==> config.mk <==
export PLATFORM = sky130hd
export DESIGN_NAME = delta_list_timer_queue_unit_flat
export DESIGN_NICKNAME = d
export VERILOG_FILES = /design/src/rtl/dltq_pkg.sv /design/src/rtl/dltq_if.sv /design/src/rtl/dltq_cell.sv /design/src/rtl/delta_list_timer_queue_unit.sv /design/src/flat_wrapper.sv
export VERILOG_INCLUDE_DIRS = /design/src /design/src/rtl
export SDC_FILE = /design/constraint.sdc
export NUM_CORES = 2
export LEC_CHECK = 0
export ABC_AREA = 1
export BUFFER_PORTS_ARGS = -buffer_cell sky130_fd_sc_hd__buf_4
export CELL_PAD_IN_SITES_DETAIL_PLACEMENT = 1
export CELL_PAD_IN_SITES_GLOBAL_PLACEMENT = 1
export CORE_AREA = 2 2 414 416
export DETAILED_ROUTE_END_ITERATION = 12
export DIE_AREA = 0 0 416 418
export HOLD_SLACK_MARGIN = 0.03
export PLACE_DENSITY_LB_ADDON = 0.1
export SLEW_MARGIN = 10
export SYNTH_ARGS = -nofsm -noshare
export SYNTH_HDL_FRONTEND = slang
export SYNTH_SLANG_ARGS = --single-unit
==> constraint.sdc <==
create_clock -name clk -period 6.9 [get_ports clk]
set_clock_uncertainty 0.05 [all_clocks]
set_input_delay 0.69 -clock clk [delete_from_list [all_inputs] [get_ports clk]]
set_output_delay 0.69 -clock clk [all_outputs]
set_load 0.1 [all_outputs]
==> src/rtl/delta_list_timer_queue_unit_defines.svh <==
// Assertion macros used by the timer queue RTL.
`ifndef DELTA_LIST_TIMER_QUEUE_UNIT_DEFINES_SVH
`define DELTA_LIST_TIMER_QUEUE_UNIT_DEFINES_SVH

// The consequent must hold in the same cycle as the antecedent.
`define DLTQ_ASSERT_IMPL(label, ante, cons) \
  label: assert property (@(posedge clk) disable iff (!rst_n) (ante) |-> (cons)) \
    else $error("dltq assertion failed");

// The consequent must hold in the cycle after the antecedent.
`define DLTQ_ASSERT_NEXT(label, ante, cons) \
  label: assert property (@(posedge clk) disable iff (!rst_n) (ante) |=> (cons)) \
    else $error("dltq assertion failed");

`endif

==> src/rtl/dltq_pkg.sv <==
package dltq_pkg;

  localparam int DEF_QUEUE_DEPTH = 16;
  localparam int DEF_TICK_BITS   = 16;
  localparam int MAX_RESULTS     = 16;

  localparam logic FUNC_ADD     = 1'b0;
  localparam logic FUNC_ADVANCE = 1'b1;

  typedef enum logic [1:0] {
    KIND_ACCEPTED = 2'd0,
    KIND_IGNORED  = 2'd1,
    KIND_DROPPED  = 2'd2,
    KIND_EXPIRY   = 2'd3
  } kind_t;

  typedef enum logic [1:0] {
    CELL_HOLD,
    CELL_INSERT,
    CELL_POP,
    CELL_SUB
  } cell_op_t;

  typedef enum logic {
    ST_IDLE,
    ST_ADV
  } state_t;

  typedef struct packed {
    logic [7:0]         target;
    logic signed [31:0] payload;
    logic               callback;
  } entry_info_t;

  typedef struct packed {
    cell_op_t    op;
    entry_info_t info;
  } cell_cmd_t;

endpackage

==> src/rtl/dltq_if.sv <==
interface dltq_in_if;
  logic               valid;
  logic               ready;
  logic               func;
  logic [15:0]        amount;
  logic [7:0]         target;
  logic signed [31:0] payload;
  logic               is_callback;

  modport source (output valid, func, amount, target, payload, is_callback, input ready);
  modport sink   (input valid, func, amount, target, payload, is_callback, output ready);
endinterface

interface dltq_out_if;
  logic               valid;
  logic               ready;
  logic [1:0]         kind;
  logic [7:0]         event_target;
  logic signed [31:0] event_payload;
  logic               event_callback;
  logic               last;

  modport source (output valid, kind, event_target, event_payload, event_callback, last,
                  input ready);
  modport sink   (input valid, kind, event_target, event_payload, event_callback, last,
                  output ready);
endinterface

==> src/rtl/dltq_cell.sv <==
module dltq_cell import dltq_pkg::*; #(
  parameter int TICK_BITS = DEF_TICK_BITS
) (
  input  logic                 clk,
  input  cell_cmd_t            cmd,
  input  logic [TICK_BITS-1:0] cmd_amount,
  input  logic                 occupied,
  input  logic                 prev_le,
  input  logic [TICK_BITS-1:0] prev_abs,
  input  entry_info_t          prev_info,
  input  logic [TICK_BITS-1:0] next_abs,
  input  entry_info_t          next_info,
  output logic                 le,
  output logic [TICK_BITS-1:0] abs_q,
  output entry_info_t          info_q
);

  // Each cell holds the ticks left until its own deadline, not a delta, so
  // every compare and subtract stays local to the cell.
  logic [TICK_BITS-1:0] abs_r, abs_nxt;
  entry_info_t          info_r, info_nxt;

  assign le     = occupied && (abs_r <= cmd_amount);
  assign abs_q  = abs_r;
  assign info_q = info_r;

  always_comb begin
    abs_nxt  = abs_r;
    info_nxt = info_r;
    case (cmd.op)
      CELL_INSERT: begin
        if (!le) begin
          if (prev_le) begin
            abs_nxt  = cmd_amount;
            info_nxt = cmd.info;
          end else begin
            abs_nxt  = prev_abs;
            info_nxt = prev_info;
          end
        end
      end
      CELL_POP: begin
        abs_nxt  = next_abs;
        info_nxt = next_info;
      end
      CELL_SUB: begin
        abs_nxt = abs_r - cmd_amount;
      end
      default: begin
        abs_nxt  = abs_r;
        info_nxt = info_r;
      end
    endcase
  end

  always_ff @(posedge clk) begin
    abs_r  <= abs_nxt;
    info_r <= info_nxt;
  end

endmodule

==> src/rtl/delta_list_timer_queue_unit.sv <==
// Channel   Modport  Beat
// in_if     sink     one add or advance item
// out_if    source   one status or expiry result
//
// For an add the cell chain compares and shifts in parallel.
// An advance first latches the elapsed ticks, then pops each expired timer in
// turn and finally takes the remaining ticks off every cell; expiries
// stream one per cycle while the output register is free.
// Synchronous active-low reset empties the queue; cell contents are not cleared.
// A stalled output register holds the expiry loop and blocks new input beats.
`include "delta_list_timer_queue_unit_defines.svh"

module delta_list_timer_queue_unit import dltq_pkg::*; #(
  parameter int QUEUE_DEPTH = DEF_QUEUE_DEPTH,
  parameter int TICK_BITS   = DEF_TICK_BITS
) (
  input  logic           clk,
  input  logic           rst_n,
  dltq_in_if.sink        in_if,
  dltq_out_if.source     out_if
);

  localparam int CW = $clog2(QUEUE_DEPTH + 1);
  localparam int NW = $clog2(MAX_RESULTS + 1);
  localparam logic [31:0] TICK_MAX32 = (TICK_BITS >= 32) ? 32'hFFFF_FFFF :
                                       32'((64'd1 << TICK_BITS) - 64'd1);

  state_t state_r, state_nxt;
  logic [CW-1:0]        count_r, count_nxt;
  logic [NW-1:0]        n_r, n_nxt;
  logic [TICK_BITS-1:0] elapsed_r, elapsed_nxt;

  logic        out_valid_r, out_valid_nxt;
  kind_t       out_kind_r, out_kind_nxt;
  entry_info_t out_info_r, out_info_nxt;
  logic        out_last_r, out_last_nxt;

  cell_cmd_t            cmd;
  logic [TICK_BITS-1:0] cmd_amount;
  logic [QUEUE_DEPTH-1:0] occ, le_w;
  logic [TICK_BITS-1:0] abs_w [QUEUE_DEPTH];
  entry_info_t          info_w [QUEUE_DEPTH];

  logic [31:0]          amt32, amt_sat32;
  logic [TICK_BITS-1:0] amt_sat;
  logic slot_free, accept, head_due, next_due, load_out;

  assign amt32     = {16'd0, in_if.amount};
  assign amt_sat32 = (amt32 > TICK_MAX32) ? TICK_MAX32 : amt32;
  assign amt_sat   = amt_sat32[TICK_BITS-1:0];

  assign slot_free   = !out_valid_r || out_if.ready;
  assign in_if.ready = (state_r == ST_IDLE) && slot_free;
  assign accept      = in_if.valid && in_if.ready;

  assign head_due = occ[0] && (abs_w[0] <= elapsed_r) && (n_r < NW'(MAX_RESULTS));
  assign next_due = occ[1] && (abs_w[1] <= elapsed_r) &&
                    ((n_r + 1'b1) < NW'(MAX_RESULTS));

  genvar gi;
  generate
    for (gi = 0; gi < QUEUE_DEPTH; gi++) begin : g_cell
      logic                 p_le;
      logic [TICK_BITS-1:0] p_abs, n_abs;
      entry_info_t          p_info, n_info;

      assign occ[gi] = (CW'(gi) < count_r);

      if (gi == 0) begin : g_first
        assign p_le   = 1'b1;
        assign p_abs  = cmd_amount;
        assign p_info = cmd.info;
      end else begin : g_mid
        assign p_le   = le_w[gi-1];
        assign p_abs  = abs_w[gi-1];
        assign p_info = info_w[gi-1];
      end

      if (gi == QUEUE_DEPTH - 1) begin : g_last
        assign n_abs  = '0;
        assign n_info = '0;
      end else begin : g_inner
        assign n_abs  = abs_w[gi+1];
        assign n_info = info_w[gi+1];
      end

      dltq_cell #(.TICK_BITS(TICK_BITS)) u_cell (
        .clk        (clk),
        .cmd        (cmd),
        .cmd_amount (cmd_amount),
        .occupied   (occ[gi]),
        .prev_le    (p_le),
        .prev_abs   (p_abs),
        .prev_info  (p_info),
        .next_abs   (n_abs),
        .next_info  (n_info),
        .le         (le_w[gi]),
        .abs_q      (abs_w[gi]),
        .info_q     (info_w[gi])
      );
    end
  endgenerate

  always_comb begin
    state_nxt = state_r;
    case (state_r)
      ST_IDLE: begin
        if (accept && in_if.func == FUNC_ADVANCE) state_nxt = ST_ADV;
      end
      ST_ADV: begin
        if (!head_due) state_nxt = ST_IDLE;
      end
      default: state_nxt = ST_IDLE;
    endcase
  end

  always_comb begin
    cmd.op        = CELL_HOLD;
    cmd.info      = '{target: in_if.target, payload: in_if.payload,
                      callback: in_if.is_callback};
    cmd_amount    = amt_sat;
    count_nxt     = count_r;
    n_nxt         = n_r;
    elapsed_nxt   = elapsed_r;
    load_out      = 1'b0;
    out_kind_nxt  = KIND_ACCEPTED;
    out_info_nxt  = '0;
    out_last_nxt  = 1'b1;
    case (state_r)
      ST_IDLE: begin
        if (accept) begin
          if (in_if.func == FUNC_ADD) begin
            load_out = 1'b1;
            if (amt_sat == '0) begin
              out_kind_nxt = KIND_IGNORED;
            end else if (count_r == CW'(QUEUE_DEPTH)) begin
              out_kind_nxt = KIND_DROPPED;
            end else begin
              out_kind_nxt = KIND_ACCEPTED;
              cmd.op       = CELL_INSERT;
              count_nxt    = count_r + 1'b1;
            end
          end else begin
            elapsed_nxt = amt_sat;
            n_nxt       = '0;
          end
        end
      end
      ST_ADV: begin
        if (head_due) begin
          if (slot_free) begin
            load_out     = 1'b1;
            out_kind_nxt = KIND_EXPIRY;
            out_info_nxt = info_w[0];
            out_last_nxt = !next_due;
            cmd.op       = CELL_POP;
            count_nxt    = count_r - 1'b1;
            n_nxt        = n_r + 1'b1;
          end
        end else begin
          // Normally the full elapsed time; when the expiry limit cut the
          // loop short, only enough to bring the new head to zero.
          cmd.op     = CELL_SUB;
          cmd_amount = (occ[0] && abs_w[0] < elapsed_r) ? abs_w[0] : elapsed_r;
        end
      end
      default: begin
        cmd.op = CELL_HOLD;
      end
    endcase
  end

  assign out_valid_nxt = load_out ? 1'b1 : (out_if.ready ? 1'b0 : out_valid_r);

  always_ff @(posedge clk) begin
    if (!rst_n) begin
      state_r     <= ST_IDLE;
      count_r     <= '0;
      n_r         <= '0;
      out_valid_r <= 1'b0;
    end else begin
      state_r     <= state_nxt;
      count_r     <= count_nxt;
      n_r         <= n_nxt;
      out_valid_r <= out_valid_nxt;
    end
  end

  always_ff @(posedge clk) begin
    elapsed_r <= elapsed_nxt;
    if (load_out) begin
      out_kind_r <= out_kind_nxt;
      out_info_r <= out_info_nxt;
      out_last_r <= out_last_nxt;
    end
  end

  assign out_if.valid          = out_valid_r;
  assign out_if.kind           = out_kind_r;
  assign out_if.event_target   = out_info_r.target;
  assign out_if.event_payload  = out_info_r.payload;
  assign out_if.event_callback = out_info_r.callback;
  assign out_if.last           = out_last_r;

  `DLTQ_ASSERT_IMPL(a_count_bound, 1'b1, count_r <= CW'(QUEUE_DEPTH))
  `DLTQ_ASSERT_IMPL(a_expiry_bound, 1'b1, n_r <= NW'(MAX_RESULTS))
  `DLTQ_ASSERT_NEXT(a_pop_count, (state_r == ST_ADV) && load_out,
                    count_r == $past(count_r) - 1'b1)
  `DLTQ_ASSERT_IMPL(a_head_sorted, occ[1], abs_w[0] <= abs_w[1])
  `DLTQ_ASSERT_NEXT(a_sub_ends_advance, cmd.op == CELL_SUB, state_r == ST_IDLE)

endmodule

==> src/flat_wrapper.sv <==
// flat-port wrapper written by rule: the top's interface ports become plain ports
module delta_list_timer_queue_unit_flat import dltq_pkg::*;
#(
  parameter int QUEUE_DEPTH = DEF_QUEUE_DEPTH,
  parameter int TICK_BITS   = DEF_TICK_BITS
)
  (clk, rst_n, in_if_valid, in_if_func, in_if_amount, in_if_target, in_if_payload, in_if_is_callback, in_if_ready, out_if_valid, out_if_kind, out_if_event_target, out_if_event_payload, out_if_event_callback, out_if_last, out_if_ready);
  dltq_in_if in_if_i ();
  dltq_out_if out_if_i ();
  input  logic clk;
  input  logic rst_n;
  input wire logic [$bits(in_if_i.valid)-1:0] in_if_valid;
  input wire logic [$bits(in_if_i.func)-1:0] in_if_func;
  input wire logic [$bits(in_if_i.amount)-1:0] in_if_amount;
  input wire logic [$bits(in_if_i.target)-1:0] in_if_target;
  input wire logic [$bits(in_if_i.payload)-1:0] in_if_payload;
  input wire logic [$bits(in_if_i.is_callback)-1:0] in_if_is_callback;
  output wire logic [$bits(in_if_i.ready)-1:0] in_if_ready;
  output wire logic [$bits(out_if_i.valid)-1:0] out_if_valid;
  output wire logic [$bits(out_if_i.kind)-1:0] out_if_kind;
  output wire logic [$bits(out_if_i.event_target)-1:0] out_if_event_target;
  output wire logic [$bits(out_if_i.event_payload)-1:0] out_if_event_payload;
  output wire logic [$bits(out_if_i.event_callback)-1:0] out_if_event_callback;
  output wire logic [$bits(out_if_i.last)-1:0] out_if_last;
  input wire logic [$bits(out_if_i.ready)-1:0] out_if_ready;
  assign in_if_i.valid = in_if_valid;
  assign in_if_i.func = in_if_func;
  assign in_if_i.amount = in_if_amount;
  assign in_if_i.target = in_if_target;
  assign in_if_i.payload = in_if_payload;
  assign in_if_i.is_callback = in_if_is_callback;
  assign in_if_ready = in_if_i.ready;
  assign out_if_valid = out_if_i.valid;
  assign out_if_kind = out_if_i.kind;
  assign out_if_event_target = out_if_i.event_target;
  assign out_if_event_payload = out_if_i.event_payload;
  assign out_if_event_callback = out_if_i.event_callback;
  assign out_if_last = out_if_i.last;
  assign out_if_i.ready = out_if_ready;
  delta_list_timer_queue_unit #(.QUEUE_DEPTH(QUEUE_DEPTH), .TICK_BITS(TICK_BITS)) u_core (.clk(clk), .rst_n(rst_n), .in_if(in_if_i), .out_if(out_if_i));
endmodule
==> flow_metrics.py <==
metrics = {
    "sta": {
        "rsz_0062_raised_after_global_routing": "no",
        "post-route-worst-setup-slack_ns": 1.038,
        "hold_ws_ns": 0.07584,
        "transition_time_at_the_pin_with_the_least_slew_margin_ns": 1.292,
        "report.final.setup_viol": 0,
        "worst_slew_margin_relative_to_its_limit_pct": 13.89,
        "totalNegativeSetupSlack_ns": 0,
        "timing.final.hold_violations": 0,
        "final_period_minus_worst_setup_slack_ns": 5.862,
        "finalCritPeriodShare_pct": 84.95,
        "timing.fmax_mhz": 170.6,
        "slew_viol_final": 0,
    },
    "power": {
        "power_density_nw_per_um2": 268.7,
        "post-layout-total-power_mw": 21.32,
        "vdd_drop_max_mv": 0.2306,
        "static_leakage_power_nw": 39.06,
    },
    "finish": {
        "syn2layout_area_growth_pct": 9.414,
        "final_layout_size_suffix_gt1_share_pct": 5.612,
        "final-instance-count-excl-fill": 12733,
        "final_nets": 10656,
    },
    "placed_design": {
        "pre_cts_slack_ns": 1.187,
        "numPlacedInstances": 12493,
        "dpl.hpwl_um": 200600,
        "gp_routability_congestion": 0.9216,
        "place.port_buffers": 107,
    },
    "synth": {
        "syn-mean-instance-area_sq_um": 6.847,
        "synth_top_family_by_area": "simple AND/OR/NAND/NOR gates",
        "syn_nets": 10838,
        "synthesis.area_sq_um": 72520,
        "synth_flop_cell": "sky130_fd_sc_hd__edfxtp_1",
        "syn-instance-count": 10591,
        "synth.mux.area_fraction_pct": 0,
        "synth_warnings": 0,
        "synthDistinctLibCells": 54,
        "synth_enable_flop_cells": 972,
        "asyncSetResetFlopFracSynth_pct": 0,
        "fraction_of_synthesized_cell_area_in_xor_and_xnor_cells_pct": 0.3744,
        "yosys.area_share.adder_pct": 3.192,
        "yosys_register_bits": 984,
        "synth_simple_gate_area_share_pct": 37.68,
        "yosysSeqAreaShare_pct": 40.58,
        "synthesized_area_fraction_occupied_by_ao_oa_aoi_and_oai_cells_pct": 6.443,
    },
    "detailed_routing": {
        "vias": 71053,
        "detail_route.iter0.violations": 7375,
        "vias_per_cell": 5.580,
        "drc": 0,
        "detail_route.first_pass.iterations": 5,
        "avgRoutedWirePerCell_um": 21.69,
        "antenna_violating_nets_post_route": 0,
        "drt_wl_total_um": 276200,
    },
    "floorplanning": {
        "coreArea_sq_um": 169100,
        "die_h_um": 418,
        "start_util_pct": 42.89,
        "total_die_area_sq_um": 173900,
        "pin_count": 108,
        "placement_rows": 151,
        "floorplan.die.width_um": 416,
    },
    "worst_setup_path": {
        "worst_path_largest_cell_delay_ns": 0.63,
        "critPathMostFrequentCell": "sky130_fd_sc_hd__nand2_1",
        "timing.critical_path.to_type": "register",
        "critical_path.slowest_cell": "sky130_fd_sc_hd__o21ai_4",
        "cp_data_required_time_ns": 7.31,
        "timing.critical_path.arrival_ns": 6.27,
        "critical_path_class": "register to register",
        "critPathMaxFanout": 39,
        "critical_path.startpoint_type": "register",
    },
    "clock_network": {
        "cts_tree": "yes",
        "tritoncts.num_buffers": 120,
        "clk-insertion-delay-late_ns": 0.80,
        "cts.path.max_buffers": 3,
        "clkSlewWorstSetupHoldPaths_ns": 0.06,
        "ctsRootBufferMaster": "sky130_fd_sc_hd__clkbuf_16",
        "cts_htree_levels": 3,
        "cts_sinks": 984,
        "post-cts-setup-buffers": 0,
    },
    "grt": {
        "grt_overflow": 0,
        "grt_start_max_net_pins": 216,
        "first_global_vias": 70135,
        "grt_first_pass_wirelength_um": 426600,
        "antenna_found_initial": 2,
        "global_route.usage.total_pct": 31.02,
    },
    "min_path": {
        "timing.hold.worst.class": "primary input to register",
    },
    "status": {
        "status": "complete, no violations",
    },
    "job": {
        "max_cap_violations": 0,
    },
}
==> synth_stat cells, drive strengths merged, types with 2 or more instances <==
cell type	number	area, sq um
a21boi	34	255.3
a21o	4	30.03
a21oi	333	1678
a221oi	2	17.52
a22oi	21	157.7
a31oi	8	50.05
and3	2	12.51
buf	288	1654
clkbuf	315	1182
clkinv	4	15.01
dfxtp	12	240.2
edfxtp	972	29190
ha	185	2315
inv	1505	5652
nand2	3865	14640
nand3	1948	9754
nand3b	50	375.4
nand4	31	193.9
nor2	486	1847
nor3	59	295.3
nor3b	17	127.6
nor4	2	12.51
o21a	4	30.03
o21ai	271	1356
o21bai	47	454.2
o221a	2	22.52
o221ai	8	70.07
o22ai	23	143.9
o31ai	32	240.2
o32ai	14	122.6
or2	10	62.56
xnor2	2	17.52
xor2	29	254.0
==> power by group <==
group	internal, mW	switching (mW)	leakage, nW
logic	1.95	5.07	28.0
registers	7.53	0.475	9.20
clock network	3.52	2.77	1.85
==> cell families after synthesis <==
| group | after synthesis |
|---|---|
| DFF | 984 |
| adders and majority gates | 185 |
| buffers and inverters | 2112 |
| xor gates and xnor gates | 31 |
| and+or+nand+nor | 6471 |
| AOI/OAI and AO/OA | 808 |
==> worst max-delay path, delay by kind of cell (launching register included) <==
| family | cells | cell delay [ns] |
|---|---|---|
| and+or+nand+nor | 17 | 2.12 |
| adders and majority gates | 2 | 0.58 |
| AOI/OAI and AO/OA | 2 | 1.17 |
| DFF | 1 | 0.51 |
| buffers and inverters | 5 | 1.02 |
==> registers in the layout, indices dropped and copies added (netlist names) <==
| signal | cells |
|---|---|
| u_core.g_cell.u_cell.info_q | 656 |
| u_core.g_cell.u_cell.abs_q | 256 |
| u_core.out_if.event_payload | 32 |
| u_core.elapsed_r | 16 |
| u_core.out_if.event_target | 8 |
| u_core.count_r | 5 |
| u_core.n_r | 5 |
| u_core.out_if.kind | 2 |
| u_core.out_if.event_callback | 1 |
| u_core.out_if.last | 1 |
| u_core.out_if.valid | 1 |
| u_core.state_r | 1 |
==> metal layers <==
layer / global-route usage [%] / up-vias / routed length (um)
met5: 0 / - / 11
met4: 7.840 / 2 / 6208
met3: 3.420 / 302 / 19480
met2: 45.33 / 2367 / 113600
met1: 48.24 / 34501 / 136900
li1: - / 33881 / -
==> through the flow <==
step / cell area (sq um) / utilization, %
after floorplan: 72520 / -
after global placement: 75390 / 44.59
after detailed placement: 75390 / 44.59
after CTS: 79320 / 46.91
after global routing: 79340 / 46.92
final: 79340 / 46.92
==> final timing paths <==
path | startpoint | end | slack (ns) | cells after the start
max | u_core.g_cell[0].u_cell.abs_q[2] | u_core.g_cell[14].u_cell.abs_q[15] | 1.04 | 26
min | in_if_amount[0] | u_core.elapsed_r[0] | 0.08 | 1
max reg2reg | u_core.g_cell[0].u_cell.abs_q[2] | u_core.g_cell[14].u_cell.abs_q[15] | 1.04 | 26
min reg2reg | u_core.g_cell[3].u_cell.info_q[40] | u_core.g_cell[2].u_cell.info_q[40] | 0.46 | 2
==> cell usage in the layout (no fill, tap or decap), types with 27 or more instances in the layout <==
master                      instances
sky130_fd_sc_hd__clkinv_1          37
sky130_fd_sc_hd__nor3_1            59
sky130_fd_sc_hd__o21bai_2          27
sky130_fd_sc_hd__inv_1           1494
sky130_fd_sc_hd__nand2_1         3810
sky130_fd_sc_hd__edfxtp_1         972
sky130_fd_sc_hd__nand2_2           47
sky130_fd_sc_hd__xor2_1            29
sky130_fd_sc_hd__o21ai_0          231
sky130_fd_sc_hd__clkbuf_16        121
sky130_fd_sc_hd__buf_4            254
sky130_fd_sc_hd__a21oi_1          330
sky130_fd_sc_hd__nor2_1           479
sky130_fd_sc_hd__ha_1             185
sky130_fd_sc_hd__buf_12            34
sky130_fd_sc_hd__nand3_1         1947
sky130_fd_sc_hd__clkbuf_1          32
sky130_fd_sc_hd__o31ai_1           31
sky130_fd_sc_hd__nand3b_1          50
sky130_fd_sc_hd__nand4_1           31
==> layout make-up <==
| cell class | instances | area (sq um) |
|---|---|---|
| fill | 21868 | 89750 |
| multi-input combinational | 7495 | 34950 |
| sequential | 984 | 29430 |
| inverter | 1509 | 5674 |
| clock buffer | 161 | 3258 |
| tap | 2218 | 2775 |
| timing repair buffer | 299 | 2698 |
| clock inverter | 66 | 559.3 |
| antenna | 1 | 2.502 |
==> what timing repair did <==
item,4_1_cts,5_1_grt
resized for setup,0,0
endpoints found under the hold margin,11,0
hold buffers,11,0
Note: power is estimated with default switching activity, not from simulation.
